`config.mk`:
```
export PLATFORM = sky130hd
export DESIGN_NAME = mvcc_front
export DESIGN_NICKNAME = d
export VERILOG_FILES = /design/src/rtl/mvcc_pkg.sv /design/src/rtl/mvcc_front.sv
export SDC_FILE = /design/constraint.sdc
export NUM_CORES = 1
export LEC_CHECK = 0
export ABC_CLOCK_PERIOD_IN_PS = 1940
export BUFFER_PORTS_ARGS = -buffer_cell sky130_fd_sc_hd__buf_2
export CAP_MARGIN = 10
export CORE_ASPECT_RATIO = 1.2
export CORE_UTILIZATION = 52
export CTS_BUF_LIST = sky130_fd_sc_hd__clkbuf_4 sky130_fd_sc_hd__clkbuf_8
export DETAILED_ROUTE_END_ITERATION = 7
export GPL_TIMING_DRIVEN = 0
export PLACE_DENSITY = 0.88
export SLEW_MARGIN = 20
export SYNTH_ARGS = -nofsm -noshare
export SYNTH_HDL_FRONTEND = slang
export SYNTH_SLANG_ARGS = --single-unit
export TNS_END_PERCENT = 1
```
`constraint.sdc`:
```
create_clock -name clk -period 1.94 [get_ports clk]
set_input_delay 0.291 -clock clk [delete_from_list [all_inputs] [get_ports clk]]
set_output_delay 0.291 -clock clk [all_outputs]
set_load 0.02 [all_outputs]
```
`src/rtl/mvcc_pkg.sv`:
```
package mvcc_pkg;

  typedef enum logic [1:0] {
    ACT_INSERT = 2'd0,
    ACT_CLAIM  = 2'd1,
    ACT_VIS    = 2'd2,
    ACT_STATUS = 2'd3
  } action_t;

  typedef enum logic [1:0] {
    ST_ACTIVE    = 2'd0,
    ST_COMMITTED = 2'd1,
    ST_ABORTED   = 2'd2,
    ST_UNUSED    = 2'd3
  } txn_state_t;

  typedef enum logic [1:0] {
    OUT_OK        = 2'd0,
    OUT_CONFLICT  = 2'd1,
    OUT_NOT_FOUND = 2'd2,
    OUT_FULL      = 2'd3
  } outcome_t;

  localparam int unsigned FIFO_DEPTH = 2;

endpackage

```
`src/rtl/mvcc_front.sv`:
```
module mvcc_front #(
  parameter int unsigned W = 8
) (
  input  logic         clk,
  input  logic         rst,
  input  logic         push,
  output logic         full,
  input  logic [W-1:0] din,
  output logic         q_valid,
  input  logic         q_take,
  output logic [W-1:0] q_data
);

  localparam int unsigned AW = $clog2(mvcc_pkg::FIFO_DEPTH);

  logic [W-1:0] slots [mvcc_pkg::FIFO_DEPTH];
  logic [AW-1:0] wptr;
  logic [AW-1:0] rptr;
  logic [AW:0] count;
  logic do_push;
  logic do_pop;

  assign full = rst || (count == (AW+1)'(mvcc_pkg::FIFO_DEPTH));
  assign q_valid = (count != '0);
  assign q_data = slots[rptr];
  assign do_push = push && !full;
  assign do_pop = q_take && q_valid;

  always_ff @(posedge clk) begin
    if (do_push) begin
      slots[wptr] <= din;
    end
    if (rst) begin
      wptr <= '0;
      rptr <= '0;
      count <= '0;
    end else begin
      if (do_push) wptr <= wptr + 1'b1;
      if (do_pop) rptr <= rptr + 1'b1;
      count <= count + (AW+1)'(do_push) - (AW+1)'(do_pop);
    end
  end

endmodule

```
==> results.md <==
- Status: finished, final reports clean
- Clk buf depth: 2
- Clock root cell: clkbuf_4
- Die area: roughly 0.0018 mm^2
- Post-synth top area cell: edfxtp_1
- Most common cell after layout, fill and taps aside: buf_2
- Synth Net Count: between 60 and 70
- Critical path type: reg2reg
- Leakage: 0.414 nW
- Top-Level Pins: 22
- Max-slew violations: 0
- Clock skew: roughly 1.5 ps
- Number of global-route vias before repair: between 400 and 500
- Critical Path Sink Type: flop
- Fin util: between 60% and 70%
- Die height: about 46 um
- Detailed Route Iter0 Violations: 1
- Worst slack, placed: just under 100 ps
- Hold-fix buffers, CTS: 0
- Post-synthesis cell area: between 800 and 900 um^2
- RSZ-0062 raised after global routing: false
- Max-slew headroom: about 57%
- Skew-Pair Late Insertion Delay: ~290 ps
- PwrDens: 1250 mW/mm^2
- Detailed Route WL: roughly 1300 um
- WP data arrival: about 2000 ps
- TritonCTS clock tree: yes
- Sink Count: 21
- Synth top area share: 58.1%
- H-tree levels: 1
- Sequential area share after synthesis: approximately 70%
- Post-CTS Resized: 0
- IR Drop Worst-Case VDD: 0.000735 V
- Die Span X: approximately 38 um
- Total power: approximately 1.2 mW
- Routability cong.: ~0.64
- Via-to-Cell Ratio: approximately 5.1
- Post-CTS Setup Inserts: 0
- Setup ws final: between 90 and 100 ps
- Tmin final: 1850 ps
- Ranking of synthesized cells by area: edfxtp_1, dfxtp_1, mux2_2
- Total gr overflow: 0
- Core box area: about 0.0015 mm^2
- Antenna viol nets, final: 0
- First-pass GRT wire length: 1790 um
- Drt drc: 0
- IO buf count: 21
- Fmax achieved: 0.541 GHz
- CP required: approximately 2200 ps
- Sum of negative setup slack: 0 ps
- Synth warnings: 0
- Worst-path maximum fanout: 4
- Synth cell types: 19
- DR pass1 iterations: 4
- Layout cells sized above 1: between 50% and 60%
- Max Cap Violations: 0
- Initial antenna violation count: 0
- DR vias: around 500
- Final setup vio count: 0
- CTS Buf Count: 3
- WL/cell: ~14 um
- Mean Syn Cell Area: between 15 and 20 um^2
- Non-filler instance count after layout: 95
- DP HPWL: a little under 1000 um
- Final #Nets: 93
- Reg clk slew, reported paths: approximately 100 ps
- Final Hold Fails: 0
- Worst Max-Slew Pin Slew: approximately 640 ps
- Total track usage: about 16%
- Tcrit/Tclk final: a little over nine tenths
- Startpoint Class: flop
- Initial core utilization: between 50% and 60%
- Maximum number of pins on one net before global-route repair: 12
- Commonest cells after routing, fill and taps aside: buf_2, edfxtp_1, mux2_2
- ANT cells: 0
- Row count: 15
- Area grow syn2layout: 19.5%
- Placed insts: just over 90
- Post-Syn Instances: 53
- Hold WC Path Type: in2reg
- Yosys reg bits: 21
## path summary, 6_finish.rpt
kind                  to  cells past startpoint  slack, ps     start
max             count[1]                      9         90  count[0]
min reg2reg         rptr                      2        530      rptr
min          slots[1][0]                      1        180    din[0]
max reg2reg     count[1]                      9         90  count[0]
## stage by stage
stage                     cell area [um^2]  hold slack [ps]
after floorplan                        827              363
after global placement                 953              480
after detailed placement               953              485
after CTS                              983              176
after global routing                   988              165
final                                  988              179
## critical path, cell delays in order (launching register included)
cell	delay, ps
dfxtp_1	390
nand2b_1	150
nor2b_4	170
nand2_1	70
ha_1	270
inv_1	40
ha_1	180
xor2_1	150
and2_2	190
nor3_1	180
## logic make-up (layout without fill, tap and decap cells)
group,count (synthesis),after routing,share of synthesized area (%)
AND/OR/NAND/NOR,14,14,9.68
XOR/XNOR,2,2,2.12
AO/OA/AOI/OAI,2,2,2.12
adder cells (fa/ha/maj),2,2,3.03
flip-flops,21,21,70.2
buffers and inverters,4,29,1.97
multiplexers,8,8,10.9
## registers in the layout, indices dropped and copies added, names as in the netlist, named ones only
register	count
count	2
rptr	1
slots	16
wptr	1
## report_power, final
group	internal, mW	switching (mW)	total (mW)	leakage [nW]
Combinational	0.194	0.236	0.429	0.207
Sequential	0.557	0.0358	0.593	0.188
Clock	0.0940	0.118	0.212	0.0184
Total	0.845	0.389	1.23	0.414
## cell usage after synthesis
cell / n
a32o_1: 1
and2_2: 1
and3_2: 1
buf_2: 1
dfxtp_1: 5
edfxtp_1: 16
ha_1: 2
inv_1: 3
mux2_2: 8
nand2_1: 2
nand2b_1: 1
nor2_1: 4
nor2b_1: 1
nor2b_4: 1
nor3_1: 2
o21a_1: 1
or2_2: 1
xnor2_1: 1
xor2_1: 1
## layout make-up
class	instances	area [um^2]
buffer	1	5.00
clock buffer	4	30.0
fill	105	475
inverter	3	11.3
multi-input combinational	28	235
sequential	21	581
tap	17	21.3
timing repair buffer	21	105
## routing by layer
metal	vias up	part of all wire [%]	global-route usage, %
li1	241	-	-
met1	224	40	15.6
met2	17	52	29.2
met3	4	4.6	1.47
met4	0	2.6	12.4
met5	-	0	0
No activity file was read; power rests on OpenSTA's default activity.
